$ cat src/rtl/jdmp_pkg.sv
// shared types, character codes and the control store of the packet mixer
package jdmp_pkg;

    localparam logic [9:0] DEADBAND_RESET = 10'd10;

    localparam logic [7:0] CH_LT    = 8'h3C;
    localparam logic [7:0] CH_GT    = 8'h3E;
    localparam logic [7:0] CH_COMMA = 8'h2C;
    localparam logic [7:0] CH_MINUS = 8'h2D;
    localparam logic [7:0] CH_ZERO  = 8'h30;
    localparam logic [7:0] CH_NINE  = 8'h39;
    localparam logic [7:0] CH_NL    = 8'h0A;

    typedef logic [3:0] upc_t;

    localparam upc_t UC_LAST = 4'd13;

    // datapath operation of one step
    typedef enum logic [2:0] {
        DP_NONE,
        DP_MAP,
        DP_FIX,
        DP_MIX,
        DP_DIG
    } dp_op_t;

    // byte produced by one step
    typedef enum logic [2:0] {
        EM_NONE,
        EM_CHAR,
        EM_SIGN,
        EM_HUND,
        EM_TENS,
        EM_UNIT,
        EM_FLAG
    } emit_t;

    // sequencing of one step
    typedef enum logic [1:0] {
        JP_NEXT,
        JP_LOOP,
        JP_END
    } jump_t;

    typedef struct packed {
        dp_op_t     dp;
        emit_t      emit;
        logic       flag_sel;
        logic [7:0] chr;
        logic       last;
        jump_t      jump;
        upc_t       target;
    } uword_t;

    // control store
    function automatic uword_t ucode_rom(input upc_t pc);
        uword_t w;
        w = '{DP_NONE, EM_NONE, 1'b0, 8'h00, 1'b0, JP_NEXT, 4'd0};
        case (pc)
            4'd0: begin
                w.dp = DP_MAP;
            end
            4'd1: begin
                w.dp     = DP_FIX;
                w.jump   = JP_LOOP;
                w.target = 4'd0;
            end
            4'd2: begin
                w.dp   = DP_MIX;
                w.emit = EM_CHAR;
                w.chr  = CH_LT;
            end
            4'd3: begin
                w.dp = DP_DIG;
            end
            4'd4: begin
                w.emit = EM_SIGN;
            end
            4'd5: begin
                w.emit = EM_HUND;
            end
            4'd6: begin
                w.emit = EM_TENS;
            end
            4'd7: begin
                w.emit = EM_UNIT;
            end
            4'd8: begin
                w.emit   = EM_CHAR;
                w.chr    = CH_COMMA;
                w.jump   = JP_LOOP;
                w.target = 4'd3;
            end
            4'd9: begin
                w.emit     = EM_FLAG;
                w.flag_sel = 1'b0;
            end
            4'd10: begin
                w.emit = EM_CHAR;
                w.chr  = CH_COMMA;
            end
            4'd11: begin
                w.emit     = EM_FLAG;
                w.flag_sel = 1'b1;
            end
            4'd12: begin
                w.emit = EM_CHAR;
                w.chr  = CH_GT;
            end
            4'd13: begin
                w.emit = EM_CHAR;
                w.chr  = CH_NL;
                w.last = 1'b1;
                w.jump = JP_END;
            end
            default: begin
                w.jump = JP_END;
            end
        endcase
        return w;
    endfunction

endpackage

$ cat src/rtl/joystick_drive_mixer_packet.sv
// joystick drive mixer with dead zone, framing each sample set as a text packet
// the first byte ("<") is written by the mix step, after the map and fix steps of all four axes
// sequencing: an item runs 38 steps (two per axis, one mix, six per number, five for the tail;
//   dropped digit steps still run) plus output stalls; a new item is taken only when idle
// reset: synchronous active-low aresetn clears the sequencer, the output valid
//   and sets the deadband to 10; sample, axis and digit registers are not reset
module joystick_drive_mixer_packet
    import jdmp_pkg::*;
#(
    parameter int SAMPLE_BITS = 10
) (
    input  logic                                   aclk,
    input  logic                                   aresetn,
    // dead zone register write
    input  logic                                   cfg_wr_en,
    input  logic [9:0]                             cfg_wr_data,
    // sample set in
    input  logic                                   s_tvalid,
    output logic                                   s_tready,
    // lsb up: left_stick_x, left_stick_y, right_stick_x, right_stick_y,
    //   switch_one_level, switch_two_level, zero fill
    input  logic [((4*SAMPLE_BITS+2+7)/8)*8-1:0]   s_tdata,
    // packet bytes out
    output logic                                   m_tvalid,
    input  logic                                   m_tready,
    // lsb up: packet_byte
    output logic [7:0]                             m_tdata,
    // last_byte
    output logic                                   m_tlast
);

    localparam int N  = SAMPLE_BITS;
    localparam int XW = SAMPLE_BITS + 9;           // raw * 510
    localparam int CW = (SAMPLE_BITS > 10) ? SAMPLE_BITS : 10;
    localparam logic [N-1:0]  CENTRE = {1'b1, {(N-1){1'b0}}};
    localparam logic [XW-1:0] FULL_X = XW'((1 << SAMPLE_BITS) - 1);
    localparam logic [XW-1:0] GAIN_X = XW'(510);

    // control registers
    logic       busy_reg,  busy_next;
    upc_t       pc_reg,    pc_next;
    logic [1:0] cnt_reg,   cnt_next;
    logic [9:0] dz_reg,    dz_next;
    logic       mval_reg,  mval_next;

    // payload registers
    logic        [N-1:0]  raw_reg [4];
    logic        [1:0]    flag_reg;
    logic        [XW-1:0] x_reg;
    logic        [8:0]    q0_reg;
    logic                 dead_reg;
    logic signed [8:0]    map_reg [4];
    logic signed [8:0]    val_reg [4];
    logic                 neg_reg;
    logic        [1:0]    hund_reg;
    logic        [3:0]    tens_reg;
    logic        [3:0]    unit_reg;
    logic        [7:0]    mdata_reg;
    logic                 mlast_reg;

    uword_t uw;
    logic   s_accept;
    logic   out_free;
    logic   emit_want;
    logic   fire;
    logic [7:0] emit_byte;

    // axis map step: scale and dead-zone test
    logic [N-1:0]  map_raw;
    logic [N-1:0]  map_off;
    logic          map_dead;
    logic [XW-1:0] map_x;
    logic [XW:0]   map_sum;
    logic [8:0]    map_q0;

    // axis fix step: one correction of the reciprocal estimate
    logic [XW-1:0]     fix_prod;
    logic [XW-1:0]     fix_rem;
    logic [8:0]        fix_q;
    logic signed [8:0] fix_val;

    // mix step
    logic signed [10:0] ax_w, ay_w;
    logic signed [10:0] left_sum, right_sum;

    // digit step
    logic signed [8:0] dig_v;
    logic [8:0]        dig_neg_v;
    logic [7:0]        dig_mag;
    logic [1:0]        dig_hund;
    logic [7:0]        dig_rem8;
    logic [6:0]        dig_rem;
    logic [13:0]       dig_prod;
    logic [3:0]        dig_tens;
    logic [6:0]        dig_unit7;

    function automatic logic signed [8:0] clamp_axis(input logic signed [10:0] s);
        logic signed [8:0] r;
        if (s > 11'sd255) begin
            r = 9'sd255;
        end else if (s < -11'sd255) begin
            r = -9'sd255;
        end else begin
            r = s[8:0];
        end
        return r;
    endfunction

    assign s_accept = s_tvalid && s_tready;
    assign s_tready = !busy_reg;
    assign out_free = !mval_reg || m_tready;
    assign uw       = ucode_rom(pc_reg);

    // byte gating: sign, leading hundreds and tens are dropped when not needed
    always_comb begin
        case (uw.emit)
            EM_NONE: emit_want = 1'b0;
            EM_CHAR: emit_want = 1'b1;
            EM_SIGN: emit_want = neg_reg;
            EM_HUND: emit_want = (hund_reg != 2'd0);
            EM_TENS: emit_want = (hund_reg != 2'd0) || (tens_reg != 4'd0);
            EM_UNIT: emit_want = 1'b1;
            EM_FLAG: emit_want = 1'b1;
            default: emit_want = 1'b0;
        endcase
    end

    always_comb begin
        case (uw.emit)
            EM_CHAR: emit_byte = uw.chr;
            EM_SIGN: emit_byte = CH_MINUS;
            EM_HUND: emit_byte = CH_ZERO + {6'd0, hund_reg};
            EM_TENS: emit_byte = CH_ZERO + {4'd0, tens_reg};
            EM_UNIT: emit_byte = CH_ZERO + {4'd0, unit_reg};
            EM_FLAG: emit_byte = CH_ZERO + {7'd0, flag_reg[uw.flag_sel]};
            default: emit_byte = uw.chr;
        endcase
    end

    // a step holds while its byte cannot enter the output register
    assign fire = busy_reg && (!emit_want || out_free);

    // sequencer
    always_comb begin
        busy_next = busy_reg;
        pc_next   = pc_reg;
        cnt_next  = cnt_reg;
        dz_next   = dz_reg;
        mval_next = mval_reg;
        if (cfg_wr_en) begin
            dz_next = cfg_wr_data;
        end
        if (m_tready) begin
            mval_next = 1'b0;
        end
        if (fire && emit_want) begin
            mval_next = 1'b1;
        end
        if (s_accept) begin
            busy_next = 1'b1;
            pc_next   = '0;
            cnt_next  = '0;
        end else if (fire) begin
            case (uw.jump)
                JP_NEXT: begin
                    pc_next = pc_reg + 4'd1;
                end
                JP_LOOP: begin
                    cnt_next = cnt_reg + 2'd1;
                    pc_next  = (cnt_reg == 2'd3) ? pc_reg + 4'd1 : uw.target;
                end
                JP_END: begin
                    busy_next = 1'b0;
                    pc_next   = '0;
                end
                default: begin
                    busy_next = 1'b0;
                    pc_next   = '0;
                end
            endcase
        end
    end

    always_ff @(posedge aclk) begin
        if (!aresetn) begin
            busy_reg <= 1'b0;
            pc_reg   <= '0;
            cnt_reg  <= '0;
            dz_reg   <= DEADBAND_RESET;
            mval_reg <= 1'b0;
        end else begin
            busy_reg <= busy_next;
            pc_reg   <= pc_next;
            cnt_reg  <= cnt_next;
            dz_reg   <= dz_next;
            mval_reg <= mval_next;
        end
    end

    // map: offset from centre, raw * 510 and quotient estimate by 2^N - 1
    always_comb begin
        map_raw  = raw_reg[cnt_reg];
        map_off  = (map_raw >= CENTRE) ? map_raw - CENTRE : CENTRE - map_raw;
        map_dead = CW'(map_off) < CW'(dz_reg);
        map_x    = XW'(map_raw) * GAIN_X;
        map_sum  = {1'b0, map_x} + {1'b0, (map_x >> N)};
        map_q0   = map_sum[N+8:N];
    end

    // fix: estimate is low by at most one
    always_comb begin
        fix_prod = (XW'(q0_reg) << N) - XW'(q0_reg);
        fix_rem  = x_reg - fix_prod;
        fix_q    = q0_reg + {8'd0, (fix_rem >= FULL_X)};
        fix_val  = dead_reg ? 9'sd0 : 9'({1'b0, fix_q} - 10'd255);
    end

    // mix: rotated left stick into wheel speeds
    always_comb begin
        ax_w      = {{2{map_reg[0][8]}}, map_reg[0]};
        ay_w      = {{2{map_reg[1][8]}}, map_reg[1]};
        left_sum  = ay_w - ax_w;
        right_sum = 11'sd0 - ax_w - ay_w;
    end

    // digits of a magnitude up to 255; tens via multiply by 103 / 1024
    always_comb begin
        dig_v     = val_reg[cnt_reg];
        dig_neg_v = 9'd0 - dig_v;
        dig_mag   = dig_v[8] ? dig_neg_v[7:0] : dig_v[7:0];
        if (dig_mag >= 8'd200) begin
            dig_hund = 2'd2;
            dig_rem8 = dig_mag - 8'd200;
        end else if (dig_mag >= 8'd100) begin
            dig_hund = 2'd1;
            dig_rem8 = dig_mag - 8'd100;
        end else begin
            dig_hund = 2'd0;
            dig_rem8 = dig_mag;
        end
        dig_rem   = dig_rem8[6:0];
        dig_prod  = {7'd0, dig_rem} * 14'd103;
        dig_tens  = dig_prod[13:10];
        dig_unit7 = dig_rem - ({3'd0, dig_tens} * 7'd10);
    end

    always_ff @(posedge aclk) begin
        if (s_accept) begin
            for (int i = 0; i < 4; i++) begin
                raw_reg[i] <= s_tdata[i*N +: N];
            end
            flag_reg <= ~s_tdata[4*N+1:4*N];
        end
        if (fire) begin
            case (uw.dp)
                DP_MAP: begin
                    x_reg    <= map_x;
                    q0_reg   <= map_q0;
                    dead_reg <= map_dead;
                end
                DP_FIX: begin
                    map_reg[cnt_reg] <= fix_val;
                end
                DP_MIX: begin
                    val_reg[0] <= clamp_axis(left_sum);
                    val_reg[1] <= clamp_axis(right_sum);
                    val_reg[2] <= map_reg[3];
                    val_reg[3] <= 9'sd0 - map_reg[2];
                end
                DP_DIG: begin
                    neg_reg  <= dig_v[8];
                    hund_reg <= dig_hund;
                    tens_reg <= dig_tens;
                    unit_reg <= dig_unit7[3:0];
                end
                default: begin
                end
            endcase
        end
        if (fire && emit_want) begin
            mdata_reg <= emit_byte;
            mlast_reg <= uw.last;
        end
    end

    assign m_tvalid = mval_reg;
    assign m_tdata  = mdata_reg;
    assign m_tlast  = mlast_reg;

    a_accept_starts: assert property (@(posedge aclk) disable iff (!aresetn)
        s_accept |=> busy_reg && (pc_reg == 4'd0) && (cnt_reg == 2'd0))
        else $error("sequencer did not start at step zero");

    a_last_is_newline: assert property (@(posedge aclk) disable iff (!aresetn)
        (m_tvalid && m_tlast) |-> (m_tdata == CH_NL))
        else $error("last byte is not a newline");

    a_byte_alphabet: assert property (@(posedge aclk) disable iff (!aresetn)
        m_tvalid |-> ((m_tdata >= CH_ZERO) && (m_tdata <= CH_NINE)) ||
            (m_tdata == CH_MINUS) || (m_tdata == CH_LT) || (m_tdata == CH_GT) ||
            (m_tdata == CH_COMMA) || (m_tdata == CH_NL))
        else $error("byte outside packet alphabet");

    a_idle_counter: assert property (@(posedge aclk) disable iff (!aresetn)
        !busy_reg |-> (cnt_reg == 2'd0))
        else $error("loop counter not cleared when idle");

    a_pc_range: assert property (@(posedge aclk) disable iff (!aresetn)
        busy_reg |-> (pc_reg <= UC_LAST))
        else $error("step counter beyond program");

endmodule
$ cat config.mk
export PLATFORM = sky130hd
export DESIGN_NAME = joystick_drive_mixer_packet
export DESIGN_NICKNAME = d
export VERILOG_FILES = /design/src/rtl/jdmp_pkg.sv /design/src/rtl/joystick_drive_mixer_packet.sv
export SDC_FILE = /design/constraint.sdc
export NUM_CORES = 1
export LEC_CHECK = 0
export BUFFER_PORTS_ARGS = -buffer_cell sky130_fd_sc_hd__buf_2
export CORE_AREA = 2 2 245 247
export DETAILED_ROUTE_END_ITERATION = 6
export DIE_AREA = 0 0 247 249
export PLACE_DENSITY = 0.39
export SLEW_MARGIN = 20
export SYNTH_ARGS = -nofsm -noshare
export SYNTH_HDL_FRONTEND = slang
export SYNTH_SLANG_ARGS = --single-unit
export TNS_END_PERCENT = 30
$ cat constraint.sdc
create_clock -name aclk -period 12.65 [get_ports aclk]
set_clock_uncertainty 0.05 [all_clocks]
set_input_delay 0.6325 -clock aclk [delete_from_list [all_inputs] [get_ports aclk]]
set_output_delay 0.6325 -clock aclk [all_outputs]
set_load 0.005 [all_outputs]
==> results of run 1 <==
[cells in the mapped netlist (all sizes together) (4+ instances only)]
master and n:
ha 175, o21a 16, mux2 4, and3 7, xnor2 62, a31oi 11, mux4 19, fa 51
o31ai 6, nand4 6, nor2b 22, a22oi 5, nor3b 4, clkbuf 13, nand3 16, nor2 52
nand2 45, nor3 23, mux2i 14, a21boi 6, or3 10, buf 9, o211ai 5, inv 211
o21bai 8, nand2b 12, a21o 16, a21oi 63, and2 9, dfxtp 20, o21ai 40, edfxtp 160
or2 4, nor4 9, xor2 19
[layer usage]
| metal | track usage, % | wire (um) | vias to the layer above |
|---|---|---|---|
| li1 | - | - | 4357 |
| met1 | 13.54 | 14520 | 4071 |
| met2 | 17.32 | 14800 | 76 |
| met3 | 1.853 | 648 | 12 |
| met4 | 2.014 | 224 | 0 |
| met5 | 0 | 0 | - |
[area by class of cell]
cell class              instances  area (um^2)
clock buffers                  17        425.4
clock inverters                15        157.7
fillers                      6186        43450
inverters                     211        792.0
multi-input cells             795         7313
flip-flops and latches        180         5205
well taps                     773        967.2
repair buffers                 72        377.9
[worst max path at each step]
stage                     startpoint     endpoint  slack [ns]
after global placement          flop  unit_reg[3]        4.30
after detailed placement        flop  unit_reg[3]        4.34
final                           flop  unit_reg[3]        4.41
after floorplan                 flop    q0_reg[8]        5.54
after CTS                       flop  unit_reg[3]        4.26
after global routing            flop  unit_reg[3]        3.78
[metrics by stage]
stage | util (%) | cell area (um^2)
floorplan | - | 13400
global placement | 24.97 | 14660
detailed placement | 24.97 | 14660
CTS | 25.97 | 15240
global route | 25.97 | 15240
finish | 25.97 | 15240
[worst max-delay path: cells and delay by family (launching register included)]
kind / cells / cell delay [ns]
DFF: 1 / 0.66
and+or+nand+nor: 2 / 0.21
buffers and inverters: 5 / 0.45
AOI/OAI and AO/OA: 8 / 2.10
adders and majority gates: 8 / 2.76
muxes: 1 / 0.72
xor gates and xnor gates: 5 / 1.03
[power by group]
part,internal [uW],switching [uW]
sequential,811,31.7
clock,264,264
combinational,874,1260
[logic make-up after synthesis]
family,count (synthesis),synth area share [%]
buf+inv,233,6.723
fa+ha+maj,229,24.18
xor+xnor,81,5.742
other cells,1,0.02798
compound gates,209,10.53
flops,180,38.84
mux,37,4.603
simple gates,237,9.346
==> impl_metrics.ini, run 1 <==
[clock_network]
tritoncts.num_buffers = 17
cts.sink_count = 180
clock_tree.buffer_depth = 2
cts.repair_timing.setup_buffer_count = 0
worst_skew_pair.late_latency_ns = 0.46
holdBufCountCts = 0
cts_tree = yes
ctsRootBufferMaster = sky130_fd_sc_hd__clkbuf_16
htreeDepth = 4
post_cts_resize_count = 0
clk_pin_slew_ns = 0.08

[critical_path]
worstSetupStartpointType = flop
r2r-end = unit_reg[3]
timing.critical_path.slowest_stage_cell = sky130_fd_sc_hd__mux4_2
cp.required_ns = 12.79
crit_type = flop to flop
r2r_setup_slack_ns = 4.41
crit_fanout = 7
worst_path_largest_cell_delay_ns = 0.72
cp_data_arrival_time_ns = 8.38
crit_path_end_kind = flop
rr_worst_depth = 29

[cells_and_area]
finish.cell_count_without_fillers = 2063
area_delta_synth_final_pct = 13.72
mostFrequentLayoutCell = sky130_fd_sc_hd__inv_1
mostFrequentLayoutCells = sky130_fd_sc_hd__inv_1, sky130_fd_sc_hd__ha_1, sky130_fd_sc_hd__edfxtp_1, sky130_fd_sc_hd__buf_2, sky130_fd_sc_hd__a21oi_1
largest_reg_flops = 40
finalNetCount = 1566
antenna-diode-count = 0
drive_gt1_share_pct = 11.94

[pwr]
power_leakage_uw = 0.006369
power.density_cell_area_mw_per_mm2 = 230.1
power.total_uw = 3507
maximum_vdd_drop_mv = 0.1271

[yosys]
ys_async_sr_fraction_pct = 0
synthesis.yosys.warnings = 0
yosys.area.top_type_share_pct = 35.85
synth.lib_cells_used.distinct = 82
syn-mean-instance-area_um2 = 11.10
yosys-top-cells-area = sky130_fd_sc_hd__edfxtp_1, sky130_fd_sc_hd__ha_1, sky130_fd_sc_hd__fa_1, sky130_fd_sc_hd__inv_1, sky130_fd_sc_hd__xnor2_1
post_synthesis_sequential_area_ratio_pct = 38.84
synth_top_flop_cell = sky130_fd_sc_hd__edfxtp_1
post_synthesis_cell_area_mm2 = 0.01340
synth-seq-cells = 180
synth_largest_area_cell = sky130_fd_sc_hd__edfxtp_1
synth_enable_flop_cells = 160
post_synth_inst_count = 1207

[outcome]
run_status = finished clean

[route]
num_vias = 8516
postRouteAntennaNets = 0
finalWirelength_mm = 30.19
wl_per_cell_um = 14.63
first_iter_violations = 396
via_per_inst = 4.128
drt_first_pass_iters = 5
route.detailed.drc = 0

[timing]
timing.final.max_slew_violations = 0
hold_violations = 0
fin_ws_ns = 4.415
max_freq_ghz = 0.1214
final_period_demand_of_the_worst_path_ns = 8.235
final.setup.tns_ns = 0
rsz_0062_raised_after_global_routing = no
finalSetupViolations = 0
worst-slew-pin-transition_ns = 0.8968
slew_headroom_pct = 39.85
worst_hold_slack_ns = 0.3016
fin_crit_sh_pct = 65.10

[global_route]
grt_antenna_before_repair = 0
gr-usage-all-layers_pct = 10.21
globalRoute.totalOverflow = 0
grt_pass1_wl_mm = 48.67
first_global_vias = 8843
grt_start_max_net_pins = 44

[placement]
dpl.hpwl_mm = 24.46
io_buffer_count = 65
place.detailed.instances = 2031
gp_congestion = 0.7518
pre_cts_ws_ns = 4.335

[worst_hold_path]
holdPathStages = 1
classification_of_the_worst_slack_hold_path = input port to flop
whs_endpoint = raw_reg[0][2]
hold_path.startpoint = s_tdata[2]

[die]
row_count = 89
fp.dieW_um = 247
coreArea_mm2 = 0.05869
dieHeight_um = 249
fp.dieArea_mm2 = 0.06150
initial_utilization_pct = 22.83
io-pin-count = 74

[job]
drv_cap = 0
Power figures use the tool's default switching activity.
==> inputs of run 2 (changes only) <==
PLACE_DENSITY = 0.4   (was 0.39)
clock period = 7.15 ns   (was 12.65 ns; I/O delays follow)
==> run 2 against run 1 <==
Net effect:
- non-clock buffer count grew 111
- final cell count is 5.4% higher
- design area up 7.3%
- clock-buffer cell count grew 2
- combinational power increased by 110%
- critical path type unchanged
- first-iteration DRC count up 1.5%
==> impl_metrics.ini, run 2 (synthesis results as in run 1) <==
[job]
drv_cap = 0

[timing]
rsz_0062_raised_after_global_routing = yes
fin_crit_sh_pct = 96.18
finalSetupViolations = 0
max_freq_ghz = 0.1454
slew_headroom_pct = 57.46
hold_violations = 0
timing.final.max_slew_violations = 0
worst-slew-pin-transition_ns = 0.6381
worst_hold_slack_ns = 0.03394
final_period_demand_of_the_worst_path_ns = 6.877

[route]
finalWirelength_mm = 30.43
first_iter_violations = 402
wl_per_cell_um = 14.00
route.detailed.drc = 0
via_per_inst = 4.101
postRouteAntennaNets = 0
drt_first_pass_iters = 4
num_vias = 8915

[clock_network]
clk_pin_slew_ns = 0.07
clock_tree.buffer_depth = 2
ctsRootBufferMaster = sky130_fd_sc_hd__clkbuf_16
cts_tree = yes
cts.sink_count = 180
htreeDepth = 4
tritoncts.num_buffers = 17
worst_skew_pair.late_latency_ns = 0.46

[cells_and_area]
fin_area_mm2 = 0.01635
seq_area_mm2 = 0.005210
area_delta_synth_final_pct = 21.98
mostFrequentLayoutCells = sky130_fd_sc_hd__inv_1, sky130_fd_sc_hd__ha_1, sky130_fd_sc_hd__edfxtp_1, sky130_fd_sc_hd__buf_4, sky130_fd_sc_hd__buf_2
finish.cell_count_without_fillers = 2174
fillCellCount = 6149
mostFrequentLayoutCell = sky130_fd_sc_hd__inv_1
finalCoreUtilization_pct = 27.85
antenna-diode-count = 0
finalNetCount = 1677
multiInputGateArea_mm2 = 0.007532
drive_gt1_share_pct = 21.34
largest_reg_flops = 40

[critical_path]
cp_data_arrival_time_ns = 7.02
cp.required_ns = 7.29
worst_path_largest_cell_delay_ns = 0.55
timing.critical_path.slowest_stage_cell = sky130_fd_sc_hd__mux4_2
crit_path_end_kind = flop
crit_type = flop to flop
crit_fanout = 4
worstSetupStartpointType = flop

[pwr]
power_leakage_uw = 0.006932
power.density_cell_area_mw_per_mm2 = 426.5
power.total_uw = 6971
maximum_vdd_drop_mv = 0.2593

[global_route]
grt_pass1_wl_mm = 48.57
first_global_vias = 9182
grt_start_max_net_pins = 37
grt_antenna_before_repair = 1
gr-usage-all-layers_pct = 10.05
globalRoute.totalOverflow = 0

[placement]
io_buffer_count = 65
gp_congestion = 0.7934
place.detailed.instances = 2129
dpl.hpwl_mm = 24.91
placedInstanceArea_mm2 = 0.01543

[die]
coreArea_mm2 = 0.05869
fp.dieW_um = 247
fp.dieArea_mm2 = 0.06150
io-pin-count = 74
dieHeight_um = 249
row_count = 89
initial_utilization_pct = 22.83

[worst_hold_path]
hold_path.startpoint = s_tdata[2]
classification_of_the_worst_slack_hold_path = input port to flop

[outcome]
run_status = finished clean
run 2: changes by cell type in the layout (fill, tap and decap cells not counted), moves of 4 or more:
| cell | delta |
|---|---|
| sky130_fd_sc_hd__buf_6 | +4 |
| sky130_fd_sc_hd__buf_12 | +4 |
| sky130_fd_sc_hd__ha_1 | -9 |
| sky130_fd_sc_hd__ha_4 | +7 |
| sky130_fd_sc_hd__a21oi_1 | -6 |
| sky130_fd_sc_hd__buf_4 | +100 |
| sky130_fd_sc_hd__a21oi_2 | +5 |
| sky130_fd_sc_hd__clkinvlp_4 | +4 |
run 2: final cells by class:
cell class / count / area share [%]
sequential: 180 / 31.87
tap: 773 / 5.917
inverter: 211 / 4.845
clock inverter: 13 / 0.7502
multi-input combinational: 795 / 46.08
clock buffer: 19 / 2.648
timing repair buffer: 183 / 7.884
run 2: power breakdown:
part           switching [uW]  leakage [uW]  internal (uW)
Clock                     440      0.000255            457
Combinational            2430       0.00504           2150
Sequential               53.4       0.00163           1430
Total                    2930       0.00693           4040
run 2: final timing paths:
kind / end / cells after the start / slack [ns]
worst max-delay path: unit_reg[3] / 29 / 0.27
worst min-delay path: raw_reg[0][2] / 1 / 0.03
worst min register to register: val_reg[2][0] / 0 / 0.37
worst max register to register: unit_reg[3] / 29 / 0.27
run 2: repair_timing:
action	4_1_cts	5_1_grt
endpoints found under the setup margin	2	9
pin swaps	0	25
hold buffers	2	0
resized for setup	2	48
setup buffers	0	11
endpoints found under the hold margin	2	0
run 2: per-layer routing:
layer / track usage, % / wire, um / vias up
met2: 17.54 / 15230 / 116
met3: 1.756 / 767 / 28
met4: 2.530 / 377 / 0
li1: - / - / 4576
met5: 0 / 0 / -
met1: 12.74 / 14050 / 4195
run 2: critical path: cells and delay by family, from the launching register on:
family / cells / cell delay (ns)
compound gates: 6 / 1.28
xor+xnor: 6 / 0.91
fa+ha+maj: 7 / 2.32
buf+inv: 7 / 0.64
flops: 1 / 0.42
mux: 1 / 0.55
simple gates: 2 / 0.44
run 2: stage by stage:
stage,TNS (ns),worst slack (ns)
6_report,0,0.2732
5_1_grt,-0.04681,-0.04303
4_1_cts,0,0.002415
3_5_place_dp,-0.1470,-0.1470
3_3_place_gp,-0.1240,-0.1231
2_1_floorplan,0,0.04412
